[src/rtl/cfq_pkg.sv]
// ============================================================================
// cfq_pkg: shared types and constants of the circular FIFO queue
// Sizes, command and status codes, the controller state type and the
// command/status bundles between controller and datapath.
// ============================================================================
package cfq_pkg;

    localparam int DEPTH      = 16;
    localparam int DATA_WIDTH = 32;
    localparam int IDX_W      = (DEPTH > 1) ? $clog2(DEPTH) : 1;
    localparam int CAP_W      = 5;
    localparam int CMD_W      = 2;
    localparam int STAT_W     = 3;
    localparam int OUT_W      = 32;

    // Input command codes
    localparam logic [CMD_W-1:0] CMD_ENQUEUE = 2'd0;
    localparam logic [CMD_W-1:0] CMD_DEQUEUE = 2'd1;
    localparam logic [CMD_W-1:0] CMD_DUMP    = 2'd2;

    // Result status codes
    typedef enum logic [STAT_W-1:0] {
        ST_STORED    = 3'd0,
        ST_OVERFLOW  = 3'd1,
        ST_DEQUEUED  = 3'd2,
        ST_UNDERFLOW = 3'd3,
        ST_LISTED    = 3'd4,
        ST_EMPTY     = 3'd5
    } status_t;

    // Controller states
    typedef enum logic {
        S_IDLE = 1'b0,
        S_DUMP = 1'b1
    } state_t;

    // Datapath operations
    typedef enum logic [2:0] {
        OP_NONE,
        OP_PUSH,
        OP_POP,
        OP_REPORT,
        OP_DUMP_START,
        OP_DUMP_STEP
    } dp_op_t;

    typedef struct packed {
        dp_op_t  op;
        status_t status;
        logic    last;
    } dp_cmd_t;

    typedef struct packed {
        logic is_empty;
        logic is_full;
        logic dump_at_tail;
        logic out_busy;
    } dp_stat_t;

    // Advance a ring index, wrapping after the last slot in use
    function automatic logic [IDX_W-1:0] next_idx(input logic [IDX_W-1:0] idx,
                                                  input logic [IDX_W-1:0] ring_last);
        logic [IDX_W-1:0] result;
        if (idx == ring_last)
        begin
            result = '0;
        end
        else
        begin
            result = idx + 1'b1;
        end
        return result;
    endfunction

endpackage

[src/rtl/circular_fifo_queue.sv]
// ============================================================================
// circular_fifo_queue: ring-buffer FIFO of signed words
// Top level joining the queue controller and the queue datapath.
// ============================================================================
// Usage: each input transaction carries a command (enqueue, dequeue, dump)
// and a push value. Enqueue and dequeue each give one result and sustain one
// transaction per cycle while results are taken; the result appears in the
// output register in the cycle after acceptance, and a new command is taken
// while that result is being taken. A dump loads its pointer from the head,
// then lists the elements, oldest first, with last set on the newest; input is
// held off until the final element is loaded. A dump of an empty queue gives
// one "empty" result. The ring of slots in use is set by capacity (zero acts
// as one, above the built depth of 16 acts as 16); writing it flushes the
// queue. The single read port of the slot memory sets the one-element-per-cycle
// dump rate while results are taken. Command code 3 is dropped with no result.
module circular_fifo_queue (
    input  logic                              clk,
    input  logic                              rst_n,
    input  logic                              capacity_we,
    input  logic [cfq_pkg::CAP_W-1:0]         capacity,
    input  logic                              in_valid,
    output logic                              in_ready,
    input  logic [cfq_pkg::CMD_W-1:0]         command,
    input  logic signed [cfq_pkg::OUT_W-1:0]  push_value,
    output logic                              out_valid,
    input  logic                              out_ready,
    output logic [cfq_pkg::STAT_W-1:0]        status,
    output logic signed [cfq_pkg::OUT_W-1:0]  data_out,
    output logic                              last
);

    cfq_pkg::dp_cmd_t  dp_cmd;   // operation for this cycle
    cfq_pkg::dp_stat_t dp_stat;  // queue and output register status

    // Controller: accept transactions, sequence dumps
    cfq_ctrl u_ctrl (
        .clk      (clk),
        .rst_n    (rst_n),
        .in_valid (in_valid),
        .command  (command),
        .dp_stat  (dp_stat),
        .in_ready (in_ready),
        .dp_cmd   (dp_cmd)
    );

    // Datapath: slots, pointers and result register
    cfq_dpath u_dpath (
        .clk         (clk),
        .rst_n       (rst_n),
        .capacity_we (capacity_we),
        .capacity    (capacity),
        .push_value  (push_value),
        .dp_cmd      (dp_cmd),
        .out_ready   (out_ready),
        .dp_stat     (dp_stat),
        .out_valid   (out_valid),
        .status      (status),
        .data_out    (data_out),
        .last        (last)
    );

`ifndef ASSERT_OFF
    // Hold off input while a result is stalled
    assert property (@(posedge clk) disable iff (!rst_n)
        (out_valid && !out_ready) |-> !in_ready)
        else $error("input accepted while result stalled");

    // An enqueue produces a stored or overflow result next cycle
    assert property (@(posedge clk) disable iff (!rst_n)
        (in_valid && in_ready && command == cfq_pkg::CMD_ENQUEUE) |=>
        (out_valid && (status == cfq_pkg::ST_STORED || status == cfq_pkg::ST_OVERFLOW)
         && last))
        else $error("enqueue without matching result");

    // A dequeue produces a dequeued or underflow result next cycle
    assert property (@(posedge clk) disable iff (!rst_n)
        (in_valid && in_ready && command == cfq_pkg::CMD_DEQUEUE) |=>
        (out_valid && (status == cfq_pkg::ST_DEQUEUED || status == cfq_pkg::ST_UNDERFLOW)
         && last))
        else $error("dequeue without matching result");

    // Results other than listed and dequeued carry zero data
    assert property (@(posedge clk) disable iff (!rst_n)
        (out_valid && status != cfq_pkg::ST_LISTED && status != cfq_pkg::ST_DEQUEUED)
        |-> (data_out == '0))
        else $error("nonzero data on status-only result");
`endif

endmodule

[src/rtl/cfq_ctrl.sv]
// ============================================================================
// cfq_ctrl: queue controller
// Decodes accepted commands into datapath operations and walks the
// dump sequence one listed element at a time.
// ============================================================================
module cfq_ctrl (
    input  logic                         clk,
    input  logic                         rst_n,
    input  logic                         in_valid,
    input  logic [cfq_pkg::CMD_W-1:0]    command,
    input  cfq_pkg::dp_stat_t            dp_stat,
    output logic                         in_ready,
    output cfq_pkg::dp_cmd_t             dp_cmd
);

    cfq_pkg::state_t state_reg;
    cfq_pkg::state_t state_next;
    logic            accept;

    assign in_ready = (state_reg == cfq_pkg::S_IDLE) && !dp_stat.out_busy;
    assign accept   = in_valid && in_ready;

    always_ff @(posedge clk or negedge rst_n)
    begin
        if (!rst_n)
        begin
            state_reg <= cfq_pkg::S_IDLE;
        end
        else
        begin
            state_reg <= state_next;
        end
    end

    // Next state
    always_comb
    begin
        state_next = state_reg;
        unique case (state_reg)
            cfq_pkg::S_IDLE:
            begin
                if (accept && command == cfq_pkg::CMD_DUMP && !dp_stat.is_empty)
                begin
                    state_next = cfq_pkg::S_DUMP;
                end
            end
            cfq_pkg::S_DUMP:
            begin
                if (!dp_stat.out_busy && dp_stat.dump_at_tail)
                begin
                    state_next = cfq_pkg::S_IDLE;
                end
            end
            default:
            begin
                state_next = cfq_pkg::S_IDLE;
            end
        endcase
    end

    // Outputs
    always_comb
    begin
        dp_cmd.op     = cfq_pkg::OP_NONE;
        dp_cmd.status = cfq_pkg::ST_STORED;
        dp_cmd.last   = 1'b1;
        unique case (state_reg)
            cfq_pkg::S_IDLE:
            begin
                if (accept)
                begin
                    unique case (command)
                        cfq_pkg::CMD_ENQUEUE:
                        begin
                            if (dp_stat.is_full)
                            begin
                                dp_cmd.op     = cfq_pkg::OP_REPORT;
                                dp_cmd.status = cfq_pkg::ST_OVERFLOW;
                            end
                            else
                            begin
                                dp_cmd.op     = cfq_pkg::OP_PUSH;
                                dp_cmd.status = cfq_pkg::ST_STORED;
                            end
                        end
                        cfq_pkg::CMD_DEQUEUE:
                        begin
                            if (dp_stat.is_empty)
                            begin
                                dp_cmd.op     = cfq_pkg::OP_REPORT;
                                dp_cmd.status = cfq_pkg::ST_UNDERFLOW;
                            end
                            else
                            begin
                                dp_cmd.op     = cfq_pkg::OP_POP;
                                dp_cmd.status = cfq_pkg::ST_DEQUEUED;
                            end
                        end
                        cfq_pkg::CMD_DUMP:
                        begin
                            if (dp_stat.is_empty)
                            begin
                                dp_cmd.op     = cfq_pkg::OP_REPORT;
                                dp_cmd.status = cfq_pkg::ST_EMPTY;
                            end
                            else
                            begin
                                dp_cmd.op     = cfq_pkg::OP_DUMP_START;
                            end
                        end
                        default:
                        begin
                            dp_cmd.op = cfq_pkg::OP_NONE;  // unused code: drop
                        end
                    endcase
                end
            end
            cfq_pkg::S_DUMP:
            begin
                if (!dp_stat.out_busy)
                begin
                    dp_cmd.op     = cfq_pkg::OP_DUMP_STEP;
                    dp_cmd.status = cfq_pkg::ST_LISTED;
                    dp_cmd.last   = dp_stat.dump_at_tail;
                end
            end
            default:
            begin
                dp_cmd.op = cfq_pkg::OP_NONE;
            end
        endcase
    end

endmodule

[src/rtl/cfq_dpath.sv]
// ============================================================================
// cfq_dpath: queue datapath
// Slot memory, head/tail/dump pointers, ring size and the result register.
// ============================================================================
module cfq_dpath (
    input  logic                               clk,
    input  logic                               rst_n,
    input  logic                               capacity_we,
    input  logic [cfq_pkg::CAP_W-1:0]          capacity,
    input  logic signed [cfq_pkg::OUT_W-1:0]   push_value,
    input  cfq_pkg::dp_cmd_t                   dp_cmd,
    input  logic                               out_ready,
    output cfq_pkg::dp_stat_t                  dp_stat,
    output logic                               out_valid,
    output logic [cfq_pkg::STAT_W-1:0]         status,
    output logic signed [cfq_pkg::OUT_W-1:0]   data_out,
    output logic                               last
);

    logic [cfq_pkg::DATA_WIDTH-1:0] mem [cfq_pkg::DEPTH];

    logic [cfq_pkg::IDX_W-1:0] head_reg;
    logic [cfq_pkg::IDX_W-1:0] head_next;
    logic [cfq_pkg::IDX_W-1:0] tail_reg;
    logic [cfq_pkg::IDX_W-1:0] tail_next;
    logic [cfq_pkg::IDX_W-1:0] dump_ptr_reg;
    logic [cfq_pkg::IDX_W-1:0] dump_ptr_next;
    logic [cfq_pkg::IDX_W-1:0] ring_last_reg;
    logic [cfq_pkg::IDX_W-1:0] ring_last_next;
    logic                      empty_reg;
    logic                      empty_next;
    logic                      out_valid_reg;
    logic                      out_valid_next;

    logic [cfq_pkg::CAP_W-1:0] cap_minus_one;
    logic [cfq_pkg::IDX_W-1:0] tail_adv;
    logic [cfq_pkg::IDX_W-1:0] wr_addr;
    logic [cfq_pkg::IDX_W-1:0] rd_addr;
    logic                      load_out;
    logic                      do_read;

    logic [cfq_pkg::STAT_W-1:0]       status_reg;
    logic signed [cfq_pkg::OUT_W-1:0] data_out_reg;
    logic                             last_reg;

    assign cap_minus_one = capacity - 1'b1;
    assign tail_adv      = cfq_pkg::next_idx(tail_reg, ring_last_reg);
    assign wr_addr       = empty_reg ? '0 : tail_adv;
    assign rd_addr       = (dp_cmd.op == cfq_pkg::OP_POP) ? head_reg : dump_ptr_reg;
    assign do_read       = (dp_cmd.op == cfq_pkg::OP_POP) || (dp_cmd.op == cfq_pkg::OP_DUMP_STEP);
    assign load_out      = (dp_cmd.op == cfq_pkg::OP_PUSH) || (dp_cmd.op == cfq_pkg::OP_REPORT)
                           || do_read;

    // Ring size: zero acts as one slot, anything above the built depth as the depth
    always_comb
    begin
        if (capacity == '0)
        begin
            ring_last_next = '0;
        end
        else if (capacity > cfq_pkg::CAP_W'(cfq_pkg::DEPTH))
        begin
            ring_last_next = cfq_pkg::IDX_W'(cfq_pkg::DEPTH - 1);
        end
        else
        begin
            ring_last_next = cap_minus_one[cfq_pkg::IDX_W-1:0];
        end
    end

    always_comb
    begin
        head_next     = head_reg;
        tail_next     = tail_reg;
        empty_next    = empty_reg;
        dump_ptr_next = dump_ptr_reg;
        case (dp_cmd.op)
            cfq_pkg::OP_PUSH:
            begin
                tail_next  = wr_addr;
                empty_next = 1'b0;
                if (empty_reg)
                begin
                    head_next = '0;
                end
            end
            cfq_pkg::OP_POP:
            begin
                if (head_reg == tail_reg)
                begin
                    head_next  = '0;
                    tail_next  = '0;
                    empty_next = 1'b1;
                end
                else
                begin
                    head_next = cfq_pkg::next_idx(head_reg, ring_last_reg);
                end
            end
            cfq_pkg::OP_DUMP_START:
            begin
                dump_ptr_next = head_reg;
            end
            cfq_pkg::OP_DUMP_STEP:
            begin
                dump_ptr_next = cfq_pkg::next_idx(dump_ptr_reg, ring_last_reg);
            end
            default:
            begin
                head_next = head_reg;
            end
        endcase
        if (load_out)
        begin
            out_valid_next = 1'b1;
        end
        else if (out_ready)
        begin
            out_valid_next = 1'b0;
        end
        else
        begin
            out_valid_next = out_valid_reg;
        end
    end

    always_ff @(posedge clk or negedge rst_n)
    begin
        if (!rst_n)
        begin
            head_reg      <= '0;
            tail_reg      <= '0;
            empty_reg     <= 1'b1;
            dump_ptr_reg  <= '0;
            ring_last_reg <= cfq_pkg::IDX_W'(cfq_pkg::DEPTH - 1);
            out_valid_reg <= 1'b0;
        end
        else
        begin
            out_valid_reg <= out_valid_next;
            dump_ptr_reg  <= dump_ptr_next;
            if (capacity_we)
            begin
                // New ring size: flush the queue
                ring_last_reg <= ring_last_next;
                head_reg      <= '0;
                tail_reg      <= '0;
                empty_reg     <= 1'b1;
            end
            else
            begin
                head_reg  <= head_next;
                tail_reg  <= tail_next;
                empty_reg <= empty_next;
            end
        end
    end

    // Slot memory and result register
    always_ff @(posedge clk)
    begin
        if (dp_cmd.op == cfq_pkg::OP_PUSH)
        begin
            mem[wr_addr] <= cfq_pkg::DATA_WIDTH'(push_value);
        end
        if (load_out)
        begin
            status_reg <= dp_cmd.status;
            last_reg   <= dp_cmd.last;
            if (do_read)
            begin
                data_out_reg <= cfq_pkg::OUT_W'(signed'(mem[rd_addr]));
            end
            else
            begin
                data_out_reg <= '0;
            end
        end
    end

    assign dp_stat.is_empty     = empty_reg;
    assign dp_stat.is_full      = !empty_reg && (tail_adv == head_reg);
    assign dp_stat.dump_at_tail = (dump_ptr_reg == tail_reg);
    assign dp_stat.out_busy     = out_valid_reg && !out_ready;

    assign out_valid = out_valid_reg;
    assign status    = status_reg;
    assign data_out  = data_out_reg;
    assign last      = last_reg;

endmodule

[config.mk]
export PLATFORM = sky130hd
export DESIGN_NAME = circular_fifo_queue
export DESIGN_NICKNAME = d
export VERILOG_FILES = /design/src/rtl/cfq_pkg.sv /design/src/rtl/circular_fifo_queue.sv /design/src/rtl/cfq_ctrl.sv /design/src/rtl/cfq_dpath.sv
export SDC_FILE = /design/constraint.sdc
export NUM_CORES = 1
export LEC_CHECK = 0
export BUFFER_PORTS_ARGS = -buffer_cell sky130_fd_sc_hd__buf_2
export CAP_MARGIN = 40
export CORE_MARGIN = 4
export CORE_UTILIZATION = 30
export DETAILED_ROUTE_END_ITERATION = 6
export PLACE_DENSITY = 0.51
export SLEW_MARGIN = 10
export SYNTH_ARGS = -nofsm -noshare
export SYNTH_HDL_FRONTEND = slang
export SYNTH_HIERARCHICAL = 1
export SYNTH_SLANG_ARGS = --single-unit
[constraint.sdc]
create_clock -name clk -period 6.9 [get_ports clk]
set_input_delay 0.345 -clock clk [delete_from_list [all_inputs] [get_ports clk]]
set_output_delay 0.345 -clock clk [all_outputs]
set_load 0.005 [all_outputs]
==> parameters.txt, run 1 <==
Parameter                              Value

Global route
  Pin count of the biggest net entering global routing ... 160
  Total overflow reported by the global router ... 0
  Via count of the first global-routing pass ... 13.4k
  Wire length of the first global-routing pass ... just over 90000 um
  Antenna violations before repair ... 4
  Total GRT Usage ... 0.149

STA
  Max-slew violation count ... 0
  Fin. Hold Viols ... 0
  Portion of the clock cycle consumed by the worst path in the final layout ... 0.849
  Max-Slew Margin vs Limit ... 0.381
  Final setup vio count ... 0
  Shortest clock period the worst path allows after layout ... about 5900 ps
  Pin slew with the least headroom to its limit ... ~930 ps
  RSZ-0062 raised after global routing ... false
  Worst setup skew after layout ... roughly 26 ps
  Maximum frequency from static timing analysis ... approximately 0.17 GHz
  Total Negative Setup Slacks ... 0 ps

Critical path
  Highest cell delay on the worst timing path ... 660 ps
  Required arrival time at the worst endpoint ... between 7000 and 8000 ps
  Arrival time at the worst endpoint ... 6230 ps
  Capturing element type of the critical path ... flop
  Number of buffer and inverter stages on the critical path ... 1
  Critical-path cell with the highest stage delay ... sky130_fd_sc_hd__a2111oi_0
  Ordered cell list for the critical path ... ha_1 > xnor2_1 > nor2_1 > nor4_1 > a22oi_1 > a2111oi_0 > nor2_1 > a2bb2oi_1 > nor2_1 > or3b_1 > a21boi_4 > buf_12 > mux2i_1 > a221oi_1 > a211o_1
  Setup Crit Path Kind ... flop to flop
  Crit Path Max Fanout ... 86
  Type of element launching the critical path ... flop
  Most prevalent standard cell on the critical path ... sky130_fd_sc_hd__nor2_1
  Largest delay contributor family on the critical path ... compound AO/OA/AOI/OAI gates

CTS
  H-Tree Level Count ... 2
  CTS Sinks ... 567
  Total clock buffers created by CTS ... 60
  TritonCTS clock tree ... built
  Max Buffers Root-to-Sink ... 3
  Quantity of gates resized following cts ... 0
  Root Buffer Master ... sky130_fd_sc_hd__clkbuf_16
  Hold buffers post-CTS ... 1
  Post-CTS setup repair buffer count ... 0
  Clock Latency Late Sink ... roughly 630 ps
  Worst-path clk slew ... 60 ps

Yosys
  Synthesized-area fraction occupied by ao, oa, aoi and oai cells ... 0.116
  Number of synthesized register bits ... 567
  Syn. warnings ... 6
  Number of synthesized flops with an enable pin ... 548
  Prevailing post-synth register cell ... sky130_fd_sc_hd__edfxtp_1
  Synthesized net count ... around 1.5k
  Simple-Gate Fraction of Synth Area ... 0.0557
  Number of distinct library cells after synthesis ... 52
  Synth Instances ... about 1.5k
  Syn_area_per_cell ... around 16 um^2
  Fraction of the mapped netlist area in adder cells ... 0.00264
  Netlist area before placement ... around 0.023 mm^2
  Register area share after synthesis ... 0.744
  FFs w/ async S/R, synth ... 0.0335
  Share of the synthesized netlist area taken by xor and xnor gates ... 0.00923
  Main combinational cell family by area after synthesis ... compound AO/OA/AOI/OAI gates
  Post-synthesis mux area share ... 0.0474

Final layout
  Most common cell after layout, fill and taps aside ... sky130_fd_sc_hd__edfxtp_1
  Number of nets at the end of the flow ... roughly 1.6k
  Antenna Cells ... 0
  Fraction of layout instances using a drive strength above 1 ... 0.162
  Leading cell types in the layout, fill and taps excluded ... sky130_fd_sc_hd__edfxtp_1, sky130_fd_sc_hd__a221oi_1, sky130_fd_sc_hd__nand2_1, sky130_fd_sc_hd__a21oi_1, sky130_fd_sc_hd__mux2i_1
  Final core utilization ... 0.355
  Number of flip-flops in the largest register ... roughly 510
  Area overhead of the layout relative to synthesis ... 16.8%

Floorplan
  Count of boundary I/O pins ... between 80 and 90
  Initial cell density of the core ... 0.304
  Core outline area ... between 0.07 and 0.08 mm^2
  Die boundary width ... 283 um
  DIE HEIGHT ... between 200 and 300 um
  Site Rows ... 100
  Area of the die ... between 0.08 and 0.09 mm^2

Placement
  Global placer's final weighted congestion ... roughly 0.75
  Port-buffer cells ... 81
  Post-detail-place hpwl ... 35000 um

Drt
  Via count of the routed design ... around 13k
  Count of nets left with antenna violations after detail routing ... 0
  Initial DRC Count ... between 900 and 1k
  Number of remaining DRC errors ... 0
  Post-DR vias/cell ... between 5 and 6
  Total detailed-routing wirelength ... between 60000 and 70000 um
  Wire length per cell after detailed routing ... about 24 um
  Pre-antenna DRT Iters ... 6

Pwr
  Maximum vdd drop ... about 0.24 mV
  Power density normalized to cell area ... 333 mW/mm^2
  Leakage power total ... 9.27 nW

Run
  Max-cap violations ... 0

Worst hold path
  HP Class ... primary input to flop

Run status
  Run status ... completed
==> final timing paths <==
| kind | startpoint | to | slack, ps | depth (start not counted) |
|---|---|---|---|---|
| min reg2reg | u_dpath/ring_last_reg[0] | u_dpath/ring_last_reg[0] | 540 | 2 |
| min in group asynchronous | rst_n | u_dpath/tail_reg[3] | 220 | 2 |
| max | u_dpath/tail_reg[0] | u_dpath/data_out[26] | 1040 | 15 |
| max in group asynchronous | rst_n | u_dpath/empty_reg | 6330 | 2 |
| max reg2reg | u_dpath/tail_reg[0] | u_dpath/data_out[26] | 1040 | 15 |
| min | capacity[4] | u_dpath/ring_last_reg[2] | 40 | 3 |
==> tightest hold or removal path: cells and delay by family <==
kind                   cells  cell delay, ps
buffers and inverters      2             220
AO/OA/AOI/OAI              1             100
==> cell type report <==
class	instances	area [um^2]
fill	7084	48200
sequential	567	16900
multi-input combinational	765	5500
clock buffer	71	1540
tap	969	1210
timing repair buffer	137	1100
clock inverter	35	235
inverter	15	56.3
==> where the power goes <==
| group | switching (mW) | internal (mW) | total, mW |
|---|---|---|---|
| logic | 1.23 | 0.578 | 1.80 |
| clock network | 1.31 | 1.62 | 2.94 |
| registers | 0.107 | 4.00 | 4.11 |
==> kinds of logic after synthesis <==
| group | Yosys count |
|---|---|
| muxes | 107 |
| adders and majority gates | 5 |
| buffers and inverters | 123 |
| AOI/OAI and AO/OA | 369 |
| DFF | 567 |
| xor gates and xnor gates | 24 |
| and+or+nand+nor | 260 |
==> synth_stat cells (2+ instances only) <==
cell type	n	area share
sky130_fd_sc_hd__a211o_1	32	0.012
sky130_fd_sc_hd__a211oi_1	3	0.00099
sky130_fd_sc_hd__a21oi_1	109	0.024
sky130_fd_sc_hd__a221oi_1	160	0.062
sky130_fd_sc_hd__a22o_1	5	0.0019
sky130_fd_sc_hd__a22oi_1	3	0.00099
sky130_fd_sc_hd__a31oi_1	4	0.0011
sky130_fd_sc_hd__and2_1	64	0.018
sky130_fd_sc_hd__buf_1	2	0.00033
sky130_fd_sc_hd__buf_2	15	0.0033
sky130_fd_sc_hd__buf_4	4	0.0013
sky130_fd_sc_hd__buf_6	9	0.0045
sky130_fd_sc_hd__clkbuf_1	78	0.013
sky130_fd_sc_hd__dfrtp_1	14	0.015
sky130_fd_sc_hd__dfstp_2	5	0.0058
sky130_fd_sc_hd__edfxtp_1	548	0.72
sky130_fd_sc_hd__ha_1	4	0.0022
sky130_fd_sc_hd__inv_1	15	0.0025
sky130_fd_sc_hd__mux2_2	6	0.0030
sky130_fd_sc_hd__mux2i_1	101	0.044
sky130_fd_sc_hd__nand2_1	111	0.018
sky130_fd_sc_hd__nand2b_1	9	0.0025
sky130_fd_sc_hd__nand3_1	7	0.0015
sky130_fd_sc_hd__nand3b_1	3	0.00099
sky130_fd_sc_hd__nor2_1	41	0.0068
sky130_fd_sc_hd__nor2b_1	5	0.0014
sky130_fd_sc_hd__nor3_1	3	0.00066
sky130_fd_sc_hd__nor3b_1	2	0.00066
sky130_fd_sc_hd__nor4_1	6	0.0016
sky130_fd_sc_hd__o21ai_0	40	0.0088
sky130_fd_sc_hd__o21bai_1	2	0.00066
sky130_fd_sc_hd__o32ai_1	2	0.00077
sky130_fd_sc_hd__o41ai_1	2	0.00077
sky130_fd_sc_hd__xnor2_1	2	0.00077
sky130_fd_sc_hd__xor2_1	22	0.0085
==> metrics by stage <==
step / instance area (um^2) / std cells / hold WS [ps] / total power [mW] / setup slack (ps)
after floorplan: 22800 / 1455 / 49.4 / 5.21 / 2140
after global placement: 24500 / 2441 / 332 / 5.95 / 1190
after detailed placement: 24800 / 2451 / 328 / 6.00 / 1070
after CTS: 26600 / 2558 / 6.37 / 8.96 / 1030
after global routing: 26600 / 2559 / 57.7 / 9.25 / 473
final: 26600 / 2559 / 42.0 / 8.85 / 1040
==> routing by layer <==
metal	wire length, um	vias to the layer above	global-route usage
li1	-	5964	-
met1	26600	6929	0.198
met2	30400	328	0.253
met3	2880	105	0.0256
met4	1350	4	0.0362
met5	23	-	0
No activity file was read; power rests on OpenSTA's default activity.
==> inputs of run 2 (changes only) <==
PLACE_DENSITY = 0.52   (was 0.51)
clock period = 4.8 ns   (was 6.9 ns; I/O delays follow)
==> parameters.txt, run 2 (synthesis results as in run 1) <==
Parameter                              Value

Run status
  Run status ... completed

Critical path
  Type of element launching the critical path ... flop
  Capturing element type of the critical path ... flop
  Crit Path Max Fanout ... 60
  Ordered cell list for the critical path ... ha_1 > xnor2_1 > nor2_1 > nor4_1 > a22oi_1 > a2111oi_2 > buf_4 > nor2_1 > a2bb2oi_1 > nor2_2 > buf_4 > nor3b_2 > buf_4 > o21ai_4 > buf_12 > a221oi_1 > o21ai_0 > a211o_1
  Highest cell delay on the worst timing path ... about 470 ps
  Critical-path cell with the highest stage delay ... sky130_fd_sc_hd__dfrtp_1
  Most prevalent standard cell on the critical path ... sky130_fd_sc_hd__buf_4
  Setup Crit Path Kind ... flop to flop
  Required arrival time at the worst endpoint ... just over 5000 ps
  Number of buffer and inverter stages on the critical path ... 4
  Arrival time at the worst endpoint ... approximately 4800 ps
  Largest delay contributor family on the critical path ... compound AO/OA/AOI/OAI gates

Floorplan
  Die boundary width ... 283 um
  Initial cell density of the core ... 0.304
  Site Rows ... 100
  DIE HEIGHT ... ~280 um
  Count of boundary I/O pins ... around 80
  Area of the die ... about 0.08 mm^2
  Core outline area ... about 0.075 mm^2

Pwr
  Switch share ... 0.293
  Cell-internal power ... ~9.4 mW
  Relative contribution of sequential cells to total power ... 0.443
  Logic gate share of total power ... 0.214
  Maximum vdd drop ... ~0.42 mV
  Power density normalized to cell area ... a little under 500 mW/mm^2
  Part of the total power dissipated in the clock network ... 0.342
  Leakage power total ... a little under 10 nW
  P_sw ... 3.90 mW

CTS
  Max Buffers Root-to-Sink ... 3
  H-Tree Level Count ... 2
  Root Buffer Master ... sky130_fd_sc_hd__clkbuf_16
  TritonCTS clock tree ... built
  Clock Latency Late Sink ... 630 ps
  Total clock buffers created by CTS ... 59
  Worst-path clk slew ... around 60 ps
  CTS Sinks ... approximately 570

Drt
  Count of nets left with antenna violations after detail routing ... 0
  Initial DRC Count ... 1189
  Total detailed-routing wirelength ... between 60000 and 70000 um
  Number of remaining DRC errors ... 0
  Post-DR vias/cell ... 5.13
  Pre-antenna DRT Iters ... 5
  Wire length per cell after detailed routing ... ~23 um
  Via count of the routed design ... approximately 14k

Global route
  Via count of the first global-routing pass ... 13.6k
  Total GRT Usage ... 0.150
  Wire length of the first global-routing pass ... 91200 um
  Total overflow reported by the global router ... 0
  Pin count of the biggest net entering global routing ... 66
  Antenna violations before repair ... 5

Placement
  Number of cells in the design after placement ... roughly 2.5k
  Port-buffer cells ... 81
  Post-detail-place hpwl ... 34500 um
  Placed Area ... between 0.02 and 0.03 mm^2
  Global placer's final weighted congestion ... ~0.8

Worst hold path
  HP Class ... primary input to flop

STA
  Maximum frequency from static timing analysis ... 0.225 GHz
  Total Negative Setup Slacks ... 0 ps
  Portion of the clock cycle consumed by the worst path in the final layout ... 0.926
  RSZ-0062 raised after global routing ... false
  Shortest clock period the worst path allows after layout ... ~4400 ps
  Pin slew with the least headroom to its limit ... about 890 ps
  Max-slew violation count ... 0
  Final setup vio count ... 0
  Fin. Hold Viols ... 0
  Max-Slew Margin vs Limit ... 0.400
  Worst setup skew after layout ... around 28 ps

Final layout
  Leading cell types in the layout, fill and taps excluded ... sky130_fd_sc_hd__edfxtp_1, sky130_fd_sc_hd__a221oi_1, sky130_fd_sc_hd__nand2_1, sky130_fd_sc_hd__a21oi_1, sky130_fd_sc_hd__mux2i_1
  Final design area excluding fillers ... roughly 0.028 mm^2
  Cell Count, Final, Fillers Out ... between 2k and 3k
  Number of nets at the end of the flow ... 1678
  Most common cell after layout, fill and taps aside ... sky130_fd_sc_hd__edfxtp_1
  Number of flip-flops in the largest register ... about 510
  Fraction of layout instances using a drive strength above 1 ... 0.188
  Area overhead of the layout relative to synthesis ... 21.6%
  Final core utilization ... 0.370

Run
  Max-cap violations ... 0
[run 2: cell types whose count changed in the layout (fill, tap and decap cells not counted), sizes merged]
cell,before,now
bufinv,1,7
buf,135,179
clkdlybuf4s15,1,0
clkinv,32,28
clkbuf,71,73
diode,0,1
dlygate4sd3,1,41
clkinvlp,1,3
[run 2: final timing paths]
| kind | slack (ps) | start | cells after the start | end |
|---|---|---|---|---|
| worst max-delay path | 350 | u_dpath/tail_reg[0] | 18 | u_dpath/data_out[12] |
| worst max register to register | 350 | u_dpath/tail_reg[0] | 18 | u_dpath/data_out[12] |
| min in group asynchronous | 100 | rst_n | 2 | u_dpath/tail_reg[2] |
| max in group asynchronous | 4350 | rst_n | 2 | u_dpath/empty_reg |
| worst min register to register | 540 | u_dpath/ring_last_reg[1] | 2 | u_dpath/ring_last_reg[1] |
| worst min-delay path | 30 | capacity[1] | 4 | u_dpath/ring_last_reg[3] |
[run 2: through the flow]
stage                     power [mW]  setup slack, ps  hold slack, ps
after floorplan                 7.49             42.1           -55.6
after global placement          8.74              159             213
after global routing            13.9             36.8            45.1
final                           13.3              355            31.6
after detailed placement        8.77              219             219
after CTS                       13.4              158            7.02
[run 2: routing by layer]
metal	routed length (um)	up-vias	global-route usage
met4	1330	6	0.0363
met1	27300	6980	0.200
met3	3520	97	0.0307
met2	30000	369	0.252
li1	-	6146	-
met5	34	-	0
[run 2: timing repair]
item                                    CTS  global route
endpoints found under the setup margin    0            32
endpoints found under the hold margin   507             0
buffers inserted                          0             2
hold buffers                             41             0
resized for setup                         0             5
[run 2: final cells by class]
class | instances | area, um^2
Fill cell | 6970 | 47100
Sequential cell | 567 | 16900
Multi-Input combinational cell | 765 | 5510
Timing Repair Buffer | 222 | 2030
Clock buffer | 71 | 1530
Tap cell | 969 | 1210
Clock inverter | 39 | 409
Inverter | 15 | 56.3
Antenna cell | 1 | 2.50
[run 2: worst register-to-register path, stage by stage, from the launching register on]
cell	delay, ps
sky130_fd_sc_hd__dfrtp_1	470
sky130_fd_sc_hd__ha_1	300
sky130_fd_sc_hd__xnor2_1	220
sky130_fd_sc_hd__nor2_1	80
sky130_fd_sc_hd__nor4_1	190
sky130_fd_sc_hd__a22oi_1	130
sky130_fd_sc_hd__a2111oi_2	370
sky130_fd_sc_hd__buf_4	170
sky130_fd_sc_hd__nor2_1	30
sky130_fd_sc_hd__a2bb2oi_1	130
sky130_fd_sc_hd__nor2_2	190
sky130_fd_sc_hd__buf_4	180
sky130_fd_sc_hd__nor3b_2	200
sky130_fd_sc_hd__buf_4	250
sky130_fd_sc_hd__o21ai_4	120
sky130_fd_sc_hd__buf_12	230
sky130_fd_sc_hd__a221oi_1	330
sky130_fd_sc_hd__o21ai_0	220
sky130_fd_sc_hd__a211o_1	360
[run 2: power by group through the flow]
stage / combinational (mW) / sequential (mW) / clock, mW
4_1_cts: 2.80 / 5.92 / 4.67
5_1_grt: 3.08 / 5.93 / 4.89
3_3_place_gp: 2.72 / 6.02 / 0
6_report: 2.86 / 5.90 / 4.56
2_1_floorplan: 1.54 / 5.94 / 0
3_5_place_dp: 2.76 / 6.02 / 0
